`src/hdl/ngb_pkg.sv`:
```
package ngb_pkg;

	// Sequencer states, one-hot
	typedef enum logic [2:0] {
		ST_IDLE   = 3'b001,
		ST_SCAN   = 3'b010,
		ST_FINISH = 3'b100
	} ngb_state_t;

	// Bit positions inside the result tuser
	localparam int unsigned USER_NONE      = 0;
	localparam int unsigned USER_TRUNCATED = 1;
	localparam int unsigned USER_BITS      = 2;

	// Width of the n-gram size register
	localparam int unsigned NGRAM_CFG_BITS = 4;

endpackage

```
`src/hdl/ngb_ram.sv`:
```
module ngb_ram #(
	parameter int unsigned WIDTH = 18,
	parameter int unsigned DEPTH = 64
) (
	input  logic                     clk,
	input  logic                     we,
	input  logic [$clog2(DEPTH)-1:0] waddr,
	input  logic [WIDTH-1:0]         wdata,
	input  logic                     re,
	input  logic [$clog2(DEPTH)-1:0] raddr,
	output logic [WIDTH-1:0]         rdata
);

	logic [WIDTH-1:0] mem_q [DEPTH];
	logic [WIDTH-1:0] rdata_q;

	// Write port
	always_ff @(posedge clk) begin
		if (we) begin
			mem_q[waddr] <= wdata;
		end
	end

	// Registered read port; data holds while re is low
	always_ff @(posedge clk) begin
		if (re) begin
			rdata_q <= mem_q[raddr];
		end
	end

	assign rdata = rdata_q;

endmodule

```
`src/hdl/no_repeat_ngram_ban_top.sv`:
```
// Channel   | Signals                          | Contents (low bits first)
// ----------+----------------------------------+----------------------------------------
// input     | s_tvalid s_tready s_tdata s_tuser | tdata: token; tuser: restart
// result    | m_tvalid m_tready m_tdata m_tuser | tdata: banned_token;
//           | m_tlast                          | tuser: none, truncated; tlast: last
// config    | cfg_we cfg_wdata                 | ngram_size
//
// One token per transaction; the block takes the next one only after the last
// result of the previous one has been loaded into the output register.
// Each token passes through these steps before the next one can be taken: its
// acceptance, one read per token in the window (up to HISTORY_DEPTH) from the single
// read port of the history RAM, emptying the compare stage and loading the final
// result.
// Output stalls stop the scan; no result is dropped. Reset clears the window
// count, pointer, overflow flag and n-gram size; the history RAM is not cleared.
module no_repeat_ngram_ban_top
	import ngb_pkg::*;
#(
	parameter int unsigned HISTORY_DEPTH = 64,
	parameter int unsigned MAX_NGRAM     = 8,
	parameter int unsigned TOKEN_BITS    = 18
) (
	input  logic                                  clk,
	input  logic                                  arst_n,
	// input: tdata = token, tuser = restart
	input  logic                                  s_tvalid,
	output logic                                  s_tready,
	input  logic [((TOKEN_BITS+7)/8)*8-1:0]       s_tdata,
	input  logic                                  s_tuser,
	// result: tdata = banned_token, tuser = none, truncated
	output logic                                  m_tvalid,
	input  logic                                  m_tready,
	output logic [((TOKEN_BITS+7)/8)*8-1:0]       m_tdata,
	output logic [USER_BITS-1:0]                  m_tuser,
	output logic                                  m_tlast,
	// config: ngram_size
	input  logic                                  cfg_we,
	input  logic [NGRAM_CFG_BITS-1:0]             cfg_wdata
);

	localparam int unsigned DW  = ((TOKEN_BITS + 7) / 8) * 8;
	localparam int unsigned AW  = $clog2(HISTORY_DEPTH);
	localparam int unsigned CW  = $clog2(HISTORY_DEPTH + 1);
	localparam int unsigned NW  = $clog2(MAX_NGRAM + 1);
	localparam int unsigned RW  = (MAX_NGRAM > 1) ? MAX_NGRAM - 1 : 1;
	localparam int unsigned PW  = (CW > NW) ? CW : NW;
	localparam int unsigned CMW = (NW > NGRAM_CFG_BITS) ? NW : NGRAM_CFG_BITS;

	ngb_state_t state_q;

	logic [NGRAM_CFG_BITS-1:0] ngram_size_q;
	logic [NW-1:0]             n_q;
	logic [AW-1:0]             wp_q;
	logic [CW-1:0]             fill_q;
	logic                      ovf_q;

	logic [TOKEN_BITS-1:0]     recent_q [RW];
	logic [TOKEN_BITS-1:0]     win_q    [RW];

	logic [AW-1:0]             rd_addr_q;
	logic [CW-1:0]             rd_left_q;
	logic [CW-1:0]             rd_pos_q;
	logic                      valid_s1;
	logic [CW-1:0]             pos_s1;

	logic                      pend_valid_q;
	logic [TOKEN_BITS-1:0]     pend_tok_q;

	logic                      out_valid_q;
	logic [TOKEN_BITS-1:0]     out_tok_q;
	logic                      out_none_q;
	logic                      out_last_q;
	logic                      out_trunc_q;

	logic                      in_fire;
	logic [AW-1:0]             wp_base;
	logic [CW-1:0]             fill_base;
	logic                      ovf_base;
	logic [AW-1:0]             wp_next;
	logic [CW-1:0]             fill_next;
	logic                      ovf_next;
	logic [CMW-1:0]            cfg_ext;
	logic [NW-1:0]             n_sat;

	logic [TOKEN_BITS-1:0]     rdata;
	logic                      rd_issue;
	logic                      out_free;
	logic [NW-1:0]             p;
	logic                      mism;
	logic                      match_s1;
	logic                      adv_s1;
	logic                      push_pend;
	logic                      finish_load;

	// History RAM
	ngb_ram #(
		.WIDTH(TOKEN_BITS),
		.DEPTH(HISTORY_DEPTH)
	) u_hist (
		.clk  (clk),
		.we   (in_fire),
		.waddr(wp_base),
		.wdata(s_tdata[TOKEN_BITS-1:0]),
		.re   (rd_issue),
		.raddr(rd_addr_q),
		.rdata(rdata)
	);

	assign s_tready = (state_q == ST_IDLE);
	assign in_fire  = s_tvalid && s_tready;

	// Apply restart, then the append
	always_comb begin
		wp_base   = s_tuser ? '0 : wp_q;
		fill_base = s_tuser ? '0 : fill_q;
		ovf_base  = s_tuser ? 1'b0 : ovf_q;
		wp_next   = (wp_base == AW'(HISTORY_DEPTH - 1)) ? '0 : wp_base + AW'(1);
		if (fill_base == CW'(HISTORY_DEPTH)) begin
			fill_next = fill_base;
			ovf_next  = 1'b1;
		end else begin
			fill_next = fill_base + CW'(1);
			ovf_next  = ovf_base;
		end
	end

	// Saturate the n-gram size
	always_comb begin
		cfg_ext = CMW'(ngram_size_q);
		n_sat   = (cfg_ext > CMW'(MAX_NGRAM)) ? NW'(MAX_NGRAM) : NW'(cfg_ext);
	end

	// Prefix compare against the newest tokens
	assign p = n_q - NW'(1);
	always_comb begin
		mism = 1'b0;
		for (int k = 0; k < RW; k++) begin
			if ((PW'(k) < PW'(p)) && (win_q[k] != recent_q[k])) begin
				mism = 1'b1;
			end
		end
	end

	assign out_free    = !out_valid_q || m_tready;
	assign match_s1    = valid_s1 && (n_q != '0) && (PW'(pos_s1) >= PW'(p)) && !mism;
	assign adv_s1      = valid_s1 && (!match_s1 || !pend_valid_q || out_free);
	assign push_pend   = adv_s1 && match_s1 && pend_valid_q;
	assign rd_issue    = (state_q == ST_SCAN) && (rd_left_q != '0) && (!valid_s1 || adv_s1);
	assign finish_load = (state_q == ST_FINISH) && out_free;

	// Configuration register
	always_ff @(posedge clk or negedge arst_n) begin
		if (!arst_n) begin
			ngram_size_q <= '0;
		end else if (cfg_we) begin
			ngram_size_q <= cfg_wdata;
		end
	end

	// Window bookkeeping and sequencer
	always_ff @(posedge clk or negedge arst_n) begin
		if (!arst_n) begin
			state_q      <= ST_IDLE;
			wp_q         <= '0;
			fill_q       <= '0;
			ovf_q        <= 1'b0;
			n_q          <= '0;
			rd_addr_q    <= '0;
			rd_left_q    <= '0;
			rd_pos_q     <= '0;
			valid_s1     <= 1'b0;
			pend_valid_q <= 1'b0;
		end else begin
			case (state_q)
				ST_IDLE: begin
					if (in_fire) begin
						wp_q         <= wp_next;
						fill_q       <= fill_next;
						ovf_q        <= ovf_next;
						n_q          <= n_sat;
						rd_addr_q    <= (fill_next == CW'(HISTORY_DEPTH)) ? wp_next : '0;
						rd_left_q    <= fill_next;
						rd_pos_q     <= '0;
						valid_s1     <= 1'b0;
						pend_valid_q <= 1'b0;
						state_q      <= ST_SCAN;
					end
				end
				ST_SCAN: begin
					// Advance the read pointer
					if (rd_issue) begin
						rd_addr_q <= (rd_addr_q == AW'(HISTORY_DEPTH - 1)) ?
							'0 : rd_addr_q + AW'(1);
						rd_left_q <= rd_left_q - CW'(1);
						rd_pos_q  <= rd_pos_q + CW'(1);
						valid_s1  <= 1'b1;
					end else if (adv_s1) begin
						valid_s1 <= 1'b0;
					end
					// Hold the newest match back until the next one or the end
					if (adv_s1 && match_s1) begin
						pend_valid_q <= 1'b1;
					end
					if ((rd_left_q == '0) && !valid_s1) begin
						state_q <= ST_FINISH;
					end
				end
				ST_FINISH: begin
					if (out_free) begin
						pend_valid_q <= 1'b0;
						state_q      <= ST_IDLE;
					end
				end
				default: begin
					state_q <= ST_IDLE;
				end
			endcase
		end
	end

	// Stage 1 position tracks the read data
	always_ff @(posedge clk) begin
		if (rd_issue) begin
			pos_s1 <= rd_pos_q;
		end
	end

	// Newest tokens, newest in entry 0
	always_ff @(posedge clk) begin
		if (in_fire) begin
			recent_q[0] <= s_tdata[TOKEN_BITS-1:0];
			for (int k = 1; k < RW; k++) begin
				recent_q[k] <= recent_q[k-1];
			end
		end
	end

	// Sliding window of scanned tokens and pending match
	always_ff @(posedge clk) begin
		if (adv_s1) begin
			win_q[0] <= rdata;
			for (int k = 1; k < RW; k++) begin
				win_q[k] <= win_q[k-1];
			end
			if (match_s1) begin
				pend_tok_q <= rdata;
			end
		end
	end

	// Output register
	always_ff @(posedge clk or negedge arst_n) begin
		if (!arst_n) begin
			out_valid_q <= 1'b0;
		end else if (push_pend || finish_load) begin
			out_valid_q <= 1'b1;
		end else if (m_tready) begin
			out_valid_q <= 1'b0;
		end
	end

	// Capture the overflow flag with each result so it holds while the result waits
	always_ff @(posedge clk) begin
		if (push_pend) begin
			out_tok_q   <= pend_tok_q;
			out_none_q  <= 1'b0;
			out_last_q  <= 1'b0;
			out_trunc_q <= ovf_q;
		end else if (finish_load) begin
			out_tok_q   <= pend_valid_q ? pend_tok_q : '0;
			out_none_q  <= !pend_valid_q;
			out_last_q  <= 1'b1;
			out_trunc_q <= ovf_q;
		end
	end

	assign m_tvalid                 = out_valid_q;
	assign m_tdata                  = DW'(out_tok_q);
	assign m_tlast                  = out_last_q;
	assign m_tuser[USER_NONE]       = out_none_q;
	assign m_tuser[USER_TRUNCATED]  = out_trunc_q;

endmodule

```
`config.mk`:
```
export PLATFORM = sky130hd
export DESIGN_NAME = no_repeat_ngram_ban_top
export DESIGN_NICKNAME = d
export VERILOG_FILES = /design/src/hdl/ngb_pkg.sv /design/src/hdl/ngb_ram.sv /design/src/hdl/no_repeat_ngram_ban_top.sv
export SDC_FILE = /design/constraint.sdc
export NUM_CORES = 2
export LEC_CHECK = 0
export BUFFER_PORTS_ARGS = -buffer_cell sky130_fd_sc_hd__buf_2
export CAP_MARGIN = 10
export CORE_ASPECT_RATIO = 0.8
export CORE_MARGIN = 10
export CORE_UTILIZATION = 60
export DETAILED_ROUTE_END_ITERATION = 12
export PLACE_DENSITY = 0.74
export SYNTH_ARGS = -nofsm -noshare
export SYNTH_HDL_FRONTEND = slang
export SYNTH_HIERARCHICAL = 1
export SYNTH_SLANG_ARGS = --single-unit
```
`constraint.sdc`:
```
create_clock -name clk -period 20.5 [get_ports clk]
set_input_delay 6.15 -clock clk [delete_from_list [all_inputs] [get_ports clk]]
set_output_delay 6.15 -clock clk [all_outputs]
set_load 0.005 [all_outputs]
```
Word-level counts from Yosys, hierarchy flattened
Memories as Yosys holds them, arrays and structs flattened. A register that Yosys moved wholly into a read port is not among the register bits.
Cells that the tools add are included.
{"block": "op_classes", "n_eq_ne": 20, "magnitude_cmp": 9, "reduce_logical": 43, "addsub": 6, "mux": 47}
{"operator": "inequality test 18 bit", "count": 7}
{"operator": "two-way mux 18 bit", "count": 3}
{"operator": "two-way mux 7 bit", "count": 6}
{"operator": "two-way mux 6 bit", "count": 6}
{"operator": "one-hot mux 7 bit (2 select lines)", "count": 2}
{"operator": "two-way mux 1 bit", "count": 22}
{"operator": "logical AND 1 bit", "count": 18}
{"operator": "adder 7 x 1 -> 7 bit (second input constant)", "count": 2}
{"operator": "== test 7 bit (second input constant)", "count": 2}
{"operator": "adder 6 x 1 -> 6 bit (second input constant)", "count": 2}
{"operator": "== test 6 bit (second input constant)", "count": 2}
{"operator": "< comparator 3 x 4 -> 1 bit (first input constant)", "count": 3}
{"operator": "one-hot mux 6 bit (2 select lines)", "count": 1}
{"operator": "AND reduction 3 bit", "count": 4}
{"operator": "two-way mux 3 bit", "count": 3}
{"operator": "one-hot mux 3 bit (3 select lines)", "count": 1}
{"operator": "< comparator 1 x 4 -> 1 bit (first input constant)", "count": 2}
{"operator": "< comparator 2 x 4 -> 1 bit (first input constant)", "count": 2}
{"operator": "nonzero test 2 bit", "count": 4}
{"operator": "greater-or-equal comparator 7 x 4 -> 1 bit", "count": 1}
{"operator": "zero test 7 bit", "count": 1}
{"operator": "nonzero test 7 bit", "count": 1}
{"operator": "subtractor 7 x 1 -> 7 bit (second input constant)", "count": 1}
{"operator": "inequality test 2 x 1 -> 1 bit (second input constant)", "count": 3}
{"operator": "16 further kinds", "count": 26}
{"block": "word_totals", "out_inout_bits": 29, "register_bits": 94, "ramBits": 1404, "mem_count": 3}
{"name": "u_hist.mem_q", "words": 64, "word_bits": 18, "read_ports": 1, "rd_ports_with_merged_regs": 1, "wr": 1, "line": "ngb_ram.sv:14", "rtl": "logic [WIDTH-1:0] mem_q [DEPTH];"}
{"name": "recent_q", "words": 7, "word_bits": 18, "read_ports": 7, "rd_ports_with_merged_regs": 0, "wr": 7, "line": "no_repeat_ngram_ban_top.sv:57", "rtl": "logic [TOKEN_BITS-1:0] recent_q [RW];"}
{"name": "win_q", "words": 7, "word_bits": 18, "read_ports": 7, "rd_ports_with_merged_regs": 0, "wr": 7, "line": "no_repeat_ngram_ban_top.sv:58", "rtl": "logic [TOKEN_BITS-1:0] win_q [RW];"}

Depth between registers and ports, before layout
{"block": "depth", "ltp_word": 20, "ltp_mapped": 13}

Hierarchy
Netlist, hierarchy kept.
{"mod": "ngb_ram", "instances": 1, "cells_each": 1957, "area_per_inst_um2": 44801.7}
{"mod": "no_repeat_ngram_ban_top", "instances": 1, "cells_each": 823, "area_per_inst_um2": 13401.6}

Worst setup path before layout
OpenSTA, ideal clock, no wires.
{"block": "synth_path", "kind": "in2reg", "startpoint": "in s_tvalid", "endpoint": "mem u_hist.mem_q[49][0] (enable)", "arrival_ns": 12.410, "path_buffers": 1, "stages": 6, "setup_slack_ns": 7.675, "cell_sequence": "nor2b_1 > nand3b_1 > clkinv_1 > clkbuf_1 > nand4_1 > nor3_1"}
{"block": "synth_between", "elab_chain_cells": 3}
{"item": "start: declaration", "line": "no_repeat_ngram_ban_top.sv:26", "rtl": "input logic s_tvalid,"}
{"item": "logical AND 1 bit", "line": "no_repeat_ngram_ban_top.sv:110", "rtl": "assign in_fire = s_tvalid && s_tready;"}
{"item": "named net in_fire", "line": "no_repeat_ngram_ban_top.sv:75", "rtl": "logic in_fire;"}
{"item": "two-way mux 1 bit", "line": "ngb_ram.sv:19", "rtl": "if (we) begin"}
{"item": "two-way mux 1 bit (implied by the code)", "line": "ngb_ram.sv:20", "rtl": "mem_q[waddr] <= wdata;"}
{"item": "end: declaration", "line": "ngb_ram.sv:14"}
The timed path passes the listed nets, and every way through them passes these cells.

Worst setup path in the final report
{"block": "layout_path", "startpoint": "in s_tvalid", "endpoint": "mem u_hist.mem_q[6][16] (enable)"}
{"block": "layout_between", "elab_chain_cells": 3}
{"item": "logical AND 1 bit", "line": "no_repeat_ngram_ban_top.sv:110"}
{"item": "two-way mux 1 bit", "line": "ngb_ram.sv:19"}
{"item": "two-way mux 1 bit (implied by the code)", "line": "ngb_ram.sv:20"}
Every way passes these cells.

==> results.txt <==
Vias per Instance: 6.394
Fin Hold WS: 0.4496 ns
CP required: 20.93 ns
Max_cap viols: 0
Cts hold-fix bufs: 0
Final Wtd Congestion: 0.8361
Leading cell types in the layout, fill and taps excluded: 1,466 x edfxtp_1, 300 x mux4_2, 145 x clkbuf_16, 94 x nor2_1, 94 x buf_4
Slowest-stage cell, CP: nor2_1
Clk slew on worst S/H paths: 0.06 ns
H-tree Lvls: 4
Global Route Usage Sum: 0.2317
Final Hold Viols: 0
Crit path cell chain: buf_2 -> nor2b_1 -> nand3b_1 -> buf_4 -> inv_6 -> nor2b_1 -> nand3_1 -> nor2_1 -> buf_4
PD cells: 112.9 nW/um^2
Clock root buffer: clkbuf_16
Largest net degree at the start of global routing: 117
Maximum fanout along the worst path: 87
Setup Fix Bufs, Post-CTS: 0
Initial Utilization: 0.6033
Final Setup Violations: 0
HPWL after DPL: 71.05 mm
Period utilization: 0.4269
Worst Path Class, Setup: in2reg
Total gr overflow: 0
RSZ-0062 raised after global routing: no
CP max stage delay: 0.70 ns
CTS Sinks: 1,516
Post-synthesis cell type count: 66
Synth warn: 6
DR iter-0 viols: 3,286
Final min period: 8.752 ns
Vias in the first global route: 28,440
Post-synthesis register bit count: 1,516
Post-route ant nets: 0
Status: complete, no violations
DRC Markers: 0
Slew @ Worst Pin: 1.200 ns
Row count: 102
Wirelength, routed: 126.5 mm
Ports: 63
Fmax: 0.1143 GHz
Nets: 2,996
Sequential-to-total area share from yosys stat: 0.7777
Setup slack, reg-to-reg: 15.74 ns
Crit path DAT: 9.19 ns
N_diodes: 0
Area of the die: 109,900 sq um
Final setup TNS: 0 ns
Post-synth EDFFs: 1,466
Buffers on Ports: 50
Leakage: 0.01991 uW
CP endpoint kind: flip-flop
Peak supply drop: 0.09742 mV
Worst-Skew Late Latency: 0.77 ns
Max-slew violations: 0
CTS buffer count: 141
Core area: 96,480 sq um
DR vias: 27,830
Syn_area_per_cell: 20.94 sq um
Mapped Cells: 2,780
Post_cts resized: 0
Area growth, synth to finish: 10.82%
Clock Skews: 0.03282 ns
Layout cells sized above 1: 0.2241
Ys flop type: edfxtp_1
Die width: 368.2 um
Die height: 298.6 um
Hold crit path type: reg2reg
Most common cell after layout, fill and taps aside: edfxtp_1
Slew headroom: 0.2001
CTS tree: done
First-pass GRT wire length: 188.0 mm
Finished Core Util: 0.6685
Wire per inst: 29.08 um
Cell Area, Synth: 58,200 sq um
Bufs on Longest Clock Path: 3
FFs w/ async S/R, synth: 0.03166
Initial antenna violation count: 4
Startpoint class of the critical path: input port
1st-pass router iterations: 5
[cells by family (layout without fill, tap and decap cells)]
group | Yosys count | count (layout) | synth area share
flops | 1516 | 1516 | 0.7777
mux | 380 | 380 | 0.1303
simple gates | 376 | 376 | 0.03257
compound gates | 219 | 219 | 0.02300
buf+inv | 140 | 407 | 0.01331
xor+xnor | 135 | 135 | 0.02031
fa+ha+maj | 13 | 13 | 0.002795
other cells | 1 | 6 | 0.00006443
[worst max-delay path, delay by kind of cell]
kind	cells	cell delay (ns)
buf+inv	4	1.33
simple gates	5	1.64
[power breakdown]
| group | leakage [uW] | total, uW | switching, uW | internal (uW) |
|---|---|---|---|---|
| clock | 0.00207 | 2430 | 1090 | 1350 |
| sequential | 0.0139 | 3790 | 133 | 3650 |
| combinational | 0.00397 | 1060 | 596 | 463 |
[metrics by stage]
step / instance area (sq um) / power (uW) / setup slack (ns) / std cells
3_3_place_gp: 60270 / 4876 / 11.17 / 4106
6_report: 64500 / 7279 / 11.75 / 4352
3_5_place_dp: 60270 / 4913 / 11.04 / 4106
4_1_cts: 64500 / 7330 / 11.79 / 4352
5_1_grt: 64500 / 7544 / 11.56 / 4352
2_1_floorplan: 58220 / 4611 / 7.675 / 2785
[layout make-up]
type | instances | area (sq um)
clock inverters | 70 | 466.7
fillers | 6007 | 31980
inverters | 12 | 50.05
multi-input cells | 1129 | 12250
clock buffers | 176 | 3765
well taps | 1300 | 1627
flip-flops and latches | 1516 | 45280
repair buffers | 149 | 1056
[path summary, 6_finish.rpt]
check                                          start  cells past startpoint                             to
max                                         s_tvalid                      9  u_hist/mem_q[6][16]$_DFFE_PP_
min                        u_hist/rdata[4]$_DFFE_PP_                      0          win_q[0][4]$_DFFE_PN_
max reg2reg                 recent_q[0][7]$_DFFE_PP_                     10       rd_addr_q[2]$_DFFE_PN0P_
min reg2reg                u_hist/rdata[4]$_DFFE_PP_                      0          win_q[0][4]$_DFFE_PN_
max in group asynchronous                     arst_n                      1       rd_addr_q[3]$_DFFE_PN0P_
min in group asynchronous                     arst_n                      1           m_tvalid$_DFFE_PN0P_
[layer usage]
layer,part of all wire,vias to the layer above,track usage
met5,0.000087,-,0
met4,0.027,2,0.07693
met3,0.093,190,0.04937
met2,0.49,1366,0.3710
met1,0.39,14580,0.3205
li1,-,11700,-
[synth_stat cells, types with 34 or more instances]
library cell,count,area share
a21oi_1,46,0.0040
mux2i_1,61,0.010
clkbuf_1,51,0.0033
dfrtp_1,47,0.020
xor2_1,70,0.011
nand2_1,69,0.0044
nor2_1,105,0.0068
edfxtp_1,1466,0.76
nand3_1,34,0.0029
buf_2,34,0.0029
o21ai_0,58,0.0050
xnor2_1,65,0.0098
mux4_2,300,0.12
[registers in the layout, indices dropped and copies added (netlist names), 3 cells and up]
signal        flops
u_hist/rdata     18
cfg_ext           4
n_q               4
rd_addr_q         6
pend_tok_q       18
state_q           3
out_tok_q        18
pos_s1            7
win_q           126
rd_left_q         7
rd_pos_q          7
recent_q        126
u_hist/mem_q   1152
fill_q            7
wp_q              6
Power figures use the tool's default switching activity.
